===== src/rtl/core/interval_capacity_admission_assert.svh =====
// Assertion macros for the interval capacity admission block.
// Used by the top level only; expects clock and reset in scope.
`ifndef INTERVAL_CAPACITY_ADMISSION_ASSERT_SVH
`define INTERVAL_CAPACITY_ADMISSION_ASSERT_SVH

// same-cycle implication
`define ICA_ASSERT_NOW(name, ante, cons) \
   name: assert property (@(posedge clock) disable iff (reset) (ante) |-> (cons)) \
      else $error("ica assertion failed");

// next-cycle implication
`define ICA_ASSERT_NEXT(name, ante, cons) \
   name: assert property (@(posedge clock) disable iff (reset) (ante) |=> (cons)) \
      else $error("ica assertion failed");

`endif


===== src/rtl/core/ica_pkg.sv =====
// Shared types and constants for the interval capacity admission block.
// No dependencies.
package ica_pkg;

   localparam int SPAN_W     = 7;
   localparam int CNT_W      = 16;
   localparam int CSR_ADDR_W = 3;
   localparam int CSR_DATA_W = 32;

   localparam logic CSR_IDX_CAPACITY = 1'b0;

   localparam logic [CNT_W-1:0] CAPACITY_RESET = 16'd1;

   typedef enum logic [2:0] {
      ST_IDLE   = 3'b001,
      ST_SCAN   = 3'b010,
      ST_COMMIT = 3'b100
   } ica_state_type;

   // check wave passed from cell to cell
   typedef struct packed {
      logic tok;
      logic blk;
   } ica_link_type;

   // broadcast from control to every cell
   typedef struct packed {
      logic [SPAN_W-1:0] span_start;
      logic [SPAN_W-1:0] span_end;
      logic [CNT_W-1:0]  capacity;
      logic              apply;
   } ica_bcast_type;

endpackage


===== src/rtl/core/ica_cell.sv =====
// One segment cell: occupancy count, span check and wave stage.
// Depends on ica_pkg.
module ica_cell #(
   parameter int CELL_INDEX = 0,
   parameter int CMP_W      = 7
) (
   input  logic                   clock,
   input  logic                   reset,
   input  ica_pkg::ica_bcast_type bcast,
   input  ica_pkg::ica_link_type  prev_link,
   output ica_pkg::ica_link_type  next_link
);
   import ica_pkg::*;

   logic [CNT_W-1:0] count_ff, count_in;
   ica_link_type     link_ff, link_in;
   logic             in_span;
   logic             full;

   assign in_span = (CMP_W'(CELL_INDEX) >= CMP_W'(bcast.span_start)) &&
                    (CMP_W'(CELL_INDEX) <  CMP_W'(bcast.span_end));
   assign full    = count_ff >= bcast.capacity;

   always_comb begin
      link_in.tok = prev_link.tok;
      link_in.blk = prev_link.blk | (prev_link.tok & in_span & full);
      count_in    = count_ff + CNT_W'(bcast.apply & in_span);
   end

   always_ff @(posedge clock) begin
      if (reset) begin
         count_ff <= '0;
         link_ff  <= '0;
      end else begin
         count_ff <= count_in;
         link_ff  <= link_in;
      end
   end

   assign next_link = link_ff;

endmodule


===== src/rtl/core/interval_capacity_admission.sv =====
// Top level of the interval capacity admission block: control, CSR, cell row.
// Depends on ica_pkg, ica_cell and interval_capacity_admission_assert.svh.
//
//   port group | direction | beat contents
//   req_*      | in        | span_start, span_end
//   rsp_*      | out       | accepted
//   csr_*      | in/out    | capacity register (APB-style)
//
// From accept to result, the check wave walks the cell row one cell a cycle,
// then the commit state updates the counts.
// One item is in flight at a time; the result register lets the next beat enter
// while a result waits. Synchronous active-high reset clears all counts and
// sets capacity to one. A stalled result holds the commit until the slot frees.
module interval_capacity_admission #(
   parameter int NUM_SEGMENTS = 64
) (
   input  logic                                clock,
   input  logic                                reset,
   input  logic                                req_valid,
   output logic                                req_stall,
   input  logic [ica_pkg::SPAN_W-1:0]          req_span_start,
   input  logic [ica_pkg::SPAN_W-1:0]          req_span_end,
   output logic                                rsp_valid,
   input  logic                                rsp_stall,
   output logic                                rsp_accepted,
   input  logic                                csr_psel,
   input  logic                                csr_penable,
   input  logic                                csr_pwrite,
   input  logic [ica_pkg::CSR_ADDR_W-1:0]      csr_paddr,
   input  logic [ica_pkg::CSR_DATA_W-1:0]      csr_pwdata,
   output logic [ica_pkg::CSR_DATA_W-1:0]      csr_prdata,
   output logic                                csr_pready
);
   import ica_pkg::*;

   `include "interval_capacity_admission_assert.svh"

   localparam int IDX_W = $clog2(NUM_SEGMENTS + 1);
   localparam int CMP_W = (IDX_W > SPAN_W) ? IDX_W : SPAN_W;

   ica_state_type     state_ff, state_in;
   logic [CNT_W-1:0]  capacity_ff, capacity_in;
   logic [SPAN_W-1:0] start_ff, start_in;
   logic [SPAN_W-1:0] end_ff, end_in;
   logic              launch_ff, launch_in;
   logic              grant_ff, grant_in;
   logic              rsp_valid_ff, rsp_valid_in;
   logic              rsp_accepted_ff, rsp_accepted_in;

   logic              req_take;
   logic              csr_write;
   logic              slot_free;
   logic              commit;
   ica_bcast_type     bcast;
   ica_link_type      chain [NUM_SEGMENTS+1];
   logic [NUM_SEGMENTS-1:0] tok_vec;

   assign req_take  = req_valid & ~req_stall;
   assign req_stall = (state_ff != ST_IDLE);
   assign csr_write = csr_psel & csr_penable & csr_pwrite & csr_pready;
   assign slot_free = ~rsp_valid_ff | ~rsp_stall;
   assign commit    = (state_ff == ST_COMMIT) & slot_free;

   assign csr_pready = 1'b1;
   assign csr_prdata = (csr_paddr[2] == CSR_IDX_CAPACITY) ?
                       CSR_DATA_W'(capacity_ff) : '0;

   assign chain[0].tok = launch_ff;
   assign chain[0].blk = (capacity_ff == '0);

   always_comb begin
      bcast.span_start = start_ff;
      bcast.span_end   = end_ff;
      bcast.capacity   = capacity_ff;
      bcast.apply      = commit & grant_ff;
   end

   for (genvar g = 0; g < NUM_SEGMENTS; g++) begin : g_cell
      ica_cell #(
         .CELL_INDEX (g),
         .CMP_W      (CMP_W)
      ) u_cell (
         .clock     (clock),
         .reset     (reset),
         .bcast     (bcast),
         .prev_link (chain[g]),
         .next_link (chain[g+1])
      );
      assign tok_vec[g] = chain[g+1].tok;
   end

   always_comb begin
      state_in        = state_ff;
      capacity_in     = capacity_ff;
      start_in        = start_ff;
      end_in          = end_ff;
      launch_in       = 1'b0;
      grant_in        = grant_ff;
      rsp_valid_in    = rsp_valid_ff & rsp_stall;
      rsp_accepted_in = rsp_accepted_ff;

      if (csr_write && (csr_paddr[2] == CSR_IDX_CAPACITY)) begin
         capacity_in = csr_pwdata[CNT_W-1:0];
      end

      case (state_ff)
         ST_IDLE: begin
            if (req_take) begin
               start_in  = req_span_start;
               end_in    = req_span_end;
               launch_in = 1'b1;
               state_in  = ST_SCAN;
            end
         end
         ST_SCAN: begin
            if (chain[NUM_SEGMENTS].tok) begin
               grant_in = ~chain[NUM_SEGMENTS].blk;
               state_in = ST_COMMIT;
            end
         end
         ST_COMMIT: begin
            if (slot_free) begin
               rsp_valid_in    = 1'b1;
               rsp_accepted_in = grant_ff;
               state_in        = ST_IDLE;
            end
         end
         default: begin
            state_in = ST_IDLE;
         end
      endcase
   end

   always_ff @(posedge clock) begin
      if (reset) begin
         state_ff     <= ST_IDLE;
         capacity_ff  <= CAPACITY_RESET;
         launch_ff    <= 1'b0;
         rsp_valid_ff <= 1'b0;
      end else begin
         state_ff     <= state_in;
         capacity_ff  <= capacity_in;
         launch_ff    <= launch_in;
         rsp_valid_ff <= rsp_valid_in;
      end
   end

   always_ff @(posedge clock) begin
      start_ff        <= start_in;
      end_ff          <= end_in;
      grant_ff        <= grant_in;
      rsp_accepted_ff <= rsp_accepted_in;
   end

   assign rsp_valid    = rsp_valid_ff;
   assign rsp_accepted = rsp_accepted_ff;

   `ICA_ASSERT_NOW(a_wave_single, 1'b1, $onehot0(tok_vec))
   `ICA_ASSERT_NOW(a_tail_in_scan, chain[NUM_SEGMENTS].tok, state_ff == ST_SCAN)
   `ICA_ASSERT_NEXT(a_accept_launches, req_take, launch_ff && state_ff == ST_SCAN)
   `ICA_ASSERT_NEXT(a_commit_loads_rsp, commit, rsp_valid_ff && rsp_accepted_ff == $past(grant_ff))

endmodule


===== config.mk =====
export PLATFORM = sky130hd
export DESIGN_NAME = interval_capacity_admission
export DESIGN_NICKNAME = d
export VERILOG_FILES = /design/src/rtl/core/ica_pkg.sv /design/src/rtl/core/ica_cell.sv /design/src/rtl/core/interval_capacity_admission.sv
export VERILOG_INCLUDE_DIRS = /design/src /design/src/rtl/core
export SDC_FILE = /design/constraint.sdc
export NUM_CORES = 2
export LEC_CHECK = 0
export ABC_AREA = 0
export BUFFER_PORTS_ARGS = -buffer_cell sky130_fd_sc_hd__buf_2
export CAP_MARGIN = 10
export CORE_MARGIN = 2
export CORE_UTILIZATION = 45
export DETAILED_ROUTE_END_ITERATION = 6
export GPL_TIMING_DRIVEN = 0
export HOLD_SLACK_MARGIN = 0.12
export REMOVE_ABC_BUFFERS = 1
export SLEW_MARGIN = 20
export SYNTH_ARGS = -nofsm -noshare
export SYNTH_HDL_FRONTEND = slang
export SYNTH_HIERARCHICAL = 1
export SYNTH_SLANG_ARGS = --single-unit

===== constraint.sdc =====
create_clock -name clock -period 6.64 [get_ports clock]
set_input_delay 0 -clock clock [delete_from_list [all_inputs] [get_ports clock]]
set_output_delay 0 -clock clock [all_outputs]
set_load 0.01 [all_outputs]

Word level (Yosys, flattened, before mapping)
Index checks and enable logic that the tools add are counted.
W data, S select, Z words.

word-level totals
  input bits = 56
  flip-flop bits (word level) = 1189
  word-level logic and storage cells = 811
  output and inout port bits = 36

cells by class
  equality and inequality tests = 7
  reductions and logical operators = 71
  magnitude comparators = 192
  multiplexer cells = 8
  bitwise gates (word level) = 269
  add/sub/neg operators = 64

operators by type and width
  cell                  count
  $add A16 B16 Y16      64
  $ge A16 B16 Y1        64
  $ge A6 B7 Y1 const A  32
  $lt A6 B7 Y1 const A  32
  $and A1 B1 Y1         198
  $ge A5 B7 Y1 const A  16
  $lt A5 B7 Y1 const A  16
  $logic_and A1 B1 Y1   65
  $or A1 B1 Y1          65
  $ge A4 B7 Y1 const A  8
  $lt A4 B7 Y1 const A  8
  $ge A3 B7 Y1 const A  4
  $lt A3 B7 Y1 const A  4
  $logic_not A16 Y1     1
  $mux W16              1
  $ge A1 B7 Y1 const A  2
  $ge A2 B7 Y1 const A  2
  $lt A1 B7 Y1 const A  2
  $lt A2 B7 Y1 const A  2
  $mux W3               3
  $pmux W3 S3           1
  $not A1 Y1            6
  $reduce_and A2 Y1     3
  $ne A2 B2 Y1 const B  2
  other kinds (8)       10

Logic depth before layout (Yosys ltp)
  depth after elaboration = 6
  gate-level depth with buffers = 11
  gate-level depth less buffers = 11

Worst setup path before layout
OpenSTA, ideal clock, no wires.

  kind = register to register
  start point = register end_ff[5]
  end point = register g_cell[49].u_cell.count_ff[14]
  path slack = 3069 ps
  data arrival time = 3451 ps
  period minus slack after synthesis = 3571 ps
  setup time = 121 ps
  stages on the path, launching flop included = 9
  path buffers = 0
  data required time = 6519 ps
  cell sequence = edfxtp_1 o311ai_0 a2111oi_0 ha_1 ha_1 nand2_1 nor4_2 nand3_1 mux2_2

on the way
  word-level cells in the longest chain between the ends = 4

RTL lines
  item                    line                                text
  from (decl)             interval_capacity_admission.sv:44   logic [SPAN_W-1:0] end_ff, end_in;
  from (signal assigned)  interval_capacity_admission.sv:150  end_ff <= end_in;
  $lt A6 B7 Y1            ica_cell.sv:21                      (CMP_W'(CELL_INDEX) < CMP_W'(bcast.span_end));
  $logic_and A1 B1 Y1     ica_cell.sv:20                      assign in_span = (CMP_W'(CELL_INDEX) >= CMP_W'(bcast.span_start)) &&
  $and A1 B1 Y1           ica_cell.sv:27                      count_in = count_ff + CNT_W'(bcast.apply & in_span);
  $add A16 B16 Y16        ica_cell.sv:27
  to (signal assigned)    ica_cell.sv:35                      count_ff <= count_in;
  to (decl)               ica_cell.sv:15                      logic [CNT_W-1:0] count_ff, count_in;

No other way between the ends.
A chain may end at the register's enable or synchronous reset.

==> results.cfg <==
[min_path]
min-delay-start = reset
min_to = g_cell[23].u_cell/count_ff[8]
hp-class = in2reg
hold_depth = 3

[global_route]
grt_pass1_wl_um = 347000
grt_pass1_vias = 63511
grt_usage = 0.245
grt_max_degree = 175
antenna_found_initial = 7
grt_overflow_total = 0

[critical_path]
crit_buf_inv = 3
r2r_cells = 12
r2r-end = g_cell[49].u_cell/count_ff[14]
critPathCaptureType = flop
worst_path_max_delay_cell = a2111oi_0
cp_slowest_stage_delay_ns = 0.69
cp_max_fo = 28
worstReg2RegStart = state_ff[1]
crit_top_cell = ha_1
regToRegSetupSlack_ns = 2.68
start_kind = flop
crit_chain = nor2_1, and4_4, buf_12, buf_16, inv_1, a2111oi_0, ha_1, ha_1, nand2_1, nor4_2, nand3_1, mux2_2
crit_arrival_ns = 4.64
worstSetupPathType = reg2reg
crit_family = simple AND/OR/NAND/NOR gates
cp_data_required_time_ns = 7.32

[routing]
num_vias = 65694
wl_um = 219000
drt_iter0_drc = 3992
drcViolationCount = 0
wire_per_inst_um = 18.4
dr.pass1.iters = 6
viasPerCell = 5.53
drtAntennaViolNets = 0

[synthesis]
async_reset_ff_frac = 0
yosys.cell_types.count = 109
yosysTopAreaCellShare = 0.301
synth_seq_area_share = 0.307
synth_flop_cell = dfxtp_1
synth_edf_count = 16
syn_avg_cell_area_um2 = 8.46
ys_warn_count = 6
ys_ff_latch = 1189
synthesis.area_mm2 = 0.0780
yosys.area.top_type = dfxtp_1
synth.most_common_cell = ha_1
synthTopCellsByArea = dfxtp_1 (30%), ha_1 (19%), inv_1 (5.3%)
synth_commonest_cells = ha_1 (1,214), dfxtp_1 (1,173), inv_1 (1,111)
synth_cells = 9213

[floorplan]
die_h_um = 420
num_rows = 152
core-area_mm2 = 0.172
start_util = 0.453
design.portCount = 92
dieArea_mm2 = 0.177
die_w_um = 420

[run]
cap_viol_max_count = 0

[timing]
setup_tns_ns = 0
setup_slack_ns = 2.68
fin_crit_sh = 0.596
setup_violations = 0
fmax_mhz = 253
maxSlewViolCount = 0
worstMarginPinSlew_ns = 1.03
worst_clock_skew_ns = 0.0285
max_slew_margin = 0.294
rsz0062_at_grt = false
hold_violations = 0
min_period_ns = 3.96

[final_layout]
areaGrowthSynthToFinish_pct = 13.2
nets = 10724
multi_input_area_mm2 = 0.0489
drive_above_1_share = 0.0734
seqCellArea_mm2 = 0.0240
filler_cell_count = 15995
fin_area_mm2 = 0.0883

[status]
status = complete, no violations

[clock_tree]
clock_sinks = 1189
tritoncts = built
clk-insertion-delay-late_ns = 0.80
h-tree-depth = 4
cts.path.max_buffers = 3
cts_made_buffers = 141
clockRootBuffer = clkbuf_16
clkTransAtPathRegs_ns = 0.06

[placed_design]
io_buffers = 56
dpl.hpwl_um = 148000
detailedPlace.worstSlack_ns = 2.60
gp_congestion = 0.808
place_area_mm2 = 0.0826

[power]
ir_drop_v = 0.000213
cellPowerDensity_mw_per_mm2 = 185
p_leak_nw = 34.9
p_total_mw = 16.3
==> worst max-delay path by stage <==
stage,slack (ns),from,endpoint,depth (start not counted)
after floorplan,3.07,end_ff[5],g_cell[49].u_cell/count_ff[14],8
after global placement,-14.64,reset,g_cell[53].u_cell/next_link[1],2
after detailed placement,2.60,state_ff[1],g_cell[49].u_cell/count_ff[14],12
after CTS,2.58,state_ff[1],g_cell[49].u_cell/count_ff[14],12
after global routing,2.31,state_ff[1],g_cell[49].u_cell/count_ff[14],12
final,2.68,state_ff[1],g_cell[49].u_cell/count_ff[14],12
==> cells in the final DEF (no fill, tap or decap), drive strengths merged, types with 56 or more instances in the layout <==
master | Yosys | routed
o21ai | 304 | 304
xor2 | 430 | 430
inv | 1115 | 1121
xnor2 | 248 | 248
a2111oi | 99 | 99
nand2 | 558 | 558
and2 | 80 | 80
nand4 | 311 | 311
buf | 67 | 168
dfxtp | 1173 | 1173
nand2b | 56 | 56
or4 | 74 | 74
nor4 | 73 | 73
dlygate4sd3 | 0 | 97
ha | 1214 | 1214
or3 | 157 | 157
a211oi | 63 | 63
nor2b | 241 | 241
nor3 | 116 | 116
nand3 | 415 | 415
a21oi | 618 | 618
clkbuf | 115 | 204
and3 | 108 | 108
and4 | 168 | 168
nor2 | 946 | 946
==> worst reg2reg max path, delay by kind of cell, from the launching register on <==
family | cells | cell delay, ns
adders and majority gates | 2 | 0.51
AOI/OAI and AO/OA | 1 | 0.69
and+or+nand+nor | 5 | 1.39
buffers and inverters | 3 | 0.64
DFF | 1 | 0.37
muxes | 1 | 0.28
==> timing repair <==
action | in CTS | in global routing
setup buffers | 0 | 0
hold buffers | 97 | 0
endpoints found under the hold margin | 371 | 0
resized for setup | 0 | 0
==> final cells by class <==
type | instances | area share
Clock inverter | 50 | 0.00680
Timing Repair Buffer | 265 | 0.0395
Multi-Input combinational cell | 6740 | 0.554
Clock buffer | 204 | 0.0470
Inverter | 1117 | 0.0475
Antenna cell | 3 | 0.0000850
Sequential cell | 1189 | 0.272
Tap cell | 2310 | 0.0327
==> stage by stage <==
| stage | cells | util | hold WS [ns] |
|---|---|---|---|
| floorplan | 9046 | - | 0.0464 |
| global placement | 11412 | 0.467 | 0.179 |
| detailed placement | 11524 | 0.480 | 0.178 |
| CTS | 11875 | 0.513 | 0.138 |
| global route | 11875 | 0.513 | 0.194 |
| finish | 11878 | 0.513 | 0.174 |
==> kinds of logic (layout without fill, tap and decap cells) <==
family                     after synthesis  in the layout  synth area share
buffers and inverters                 1299           1636            0.0658
other                                    2             20         0.0000963
DFF                                   1189           1189             0.307
muxes                                   35             35           0.00520
AOI/OAI and AO/OA                     1443           1443             0.117
and+or+nand+nor                       3353           3353             0.234
xor gates and xnor gates               678            678            0.0762
adders and majority gates             1214           1214             0.195
==> routing by layer <==
layer	wire length [µm]	global-route usage	vias up
li1	-	-	32650
met1	96000	0.308	31147
met2	105000	0.425	1385
met3	9950	0.0319	510
met4	8340	0.0956	2
met5	10	0	-
==> flip-flops by register name (all words and copies together), names as in the netlist, 3 cells and up <==
name                     cells
start_ff                     7
end_ff                       7
g_cell.u_cell/count_ff    1024
state_ff                     3
g_cell.u_cell/next_link    128
capacity_ff                 16
==> power breakdown <==
part / internal (mW) / total (mW) / switching (mW) / leakage, nW
Sequential: 7.16 / 7.22 / 0.0609 / 9.61
Combinational: 0.382 / 1.03 / 0.651 / 22.9
Clock: 4.83 / 8.04 / 3.21 / 2.33
Total: 12.4 / 16.3 / 3.92 / 34.9
(Power assumes the default switching activity.)
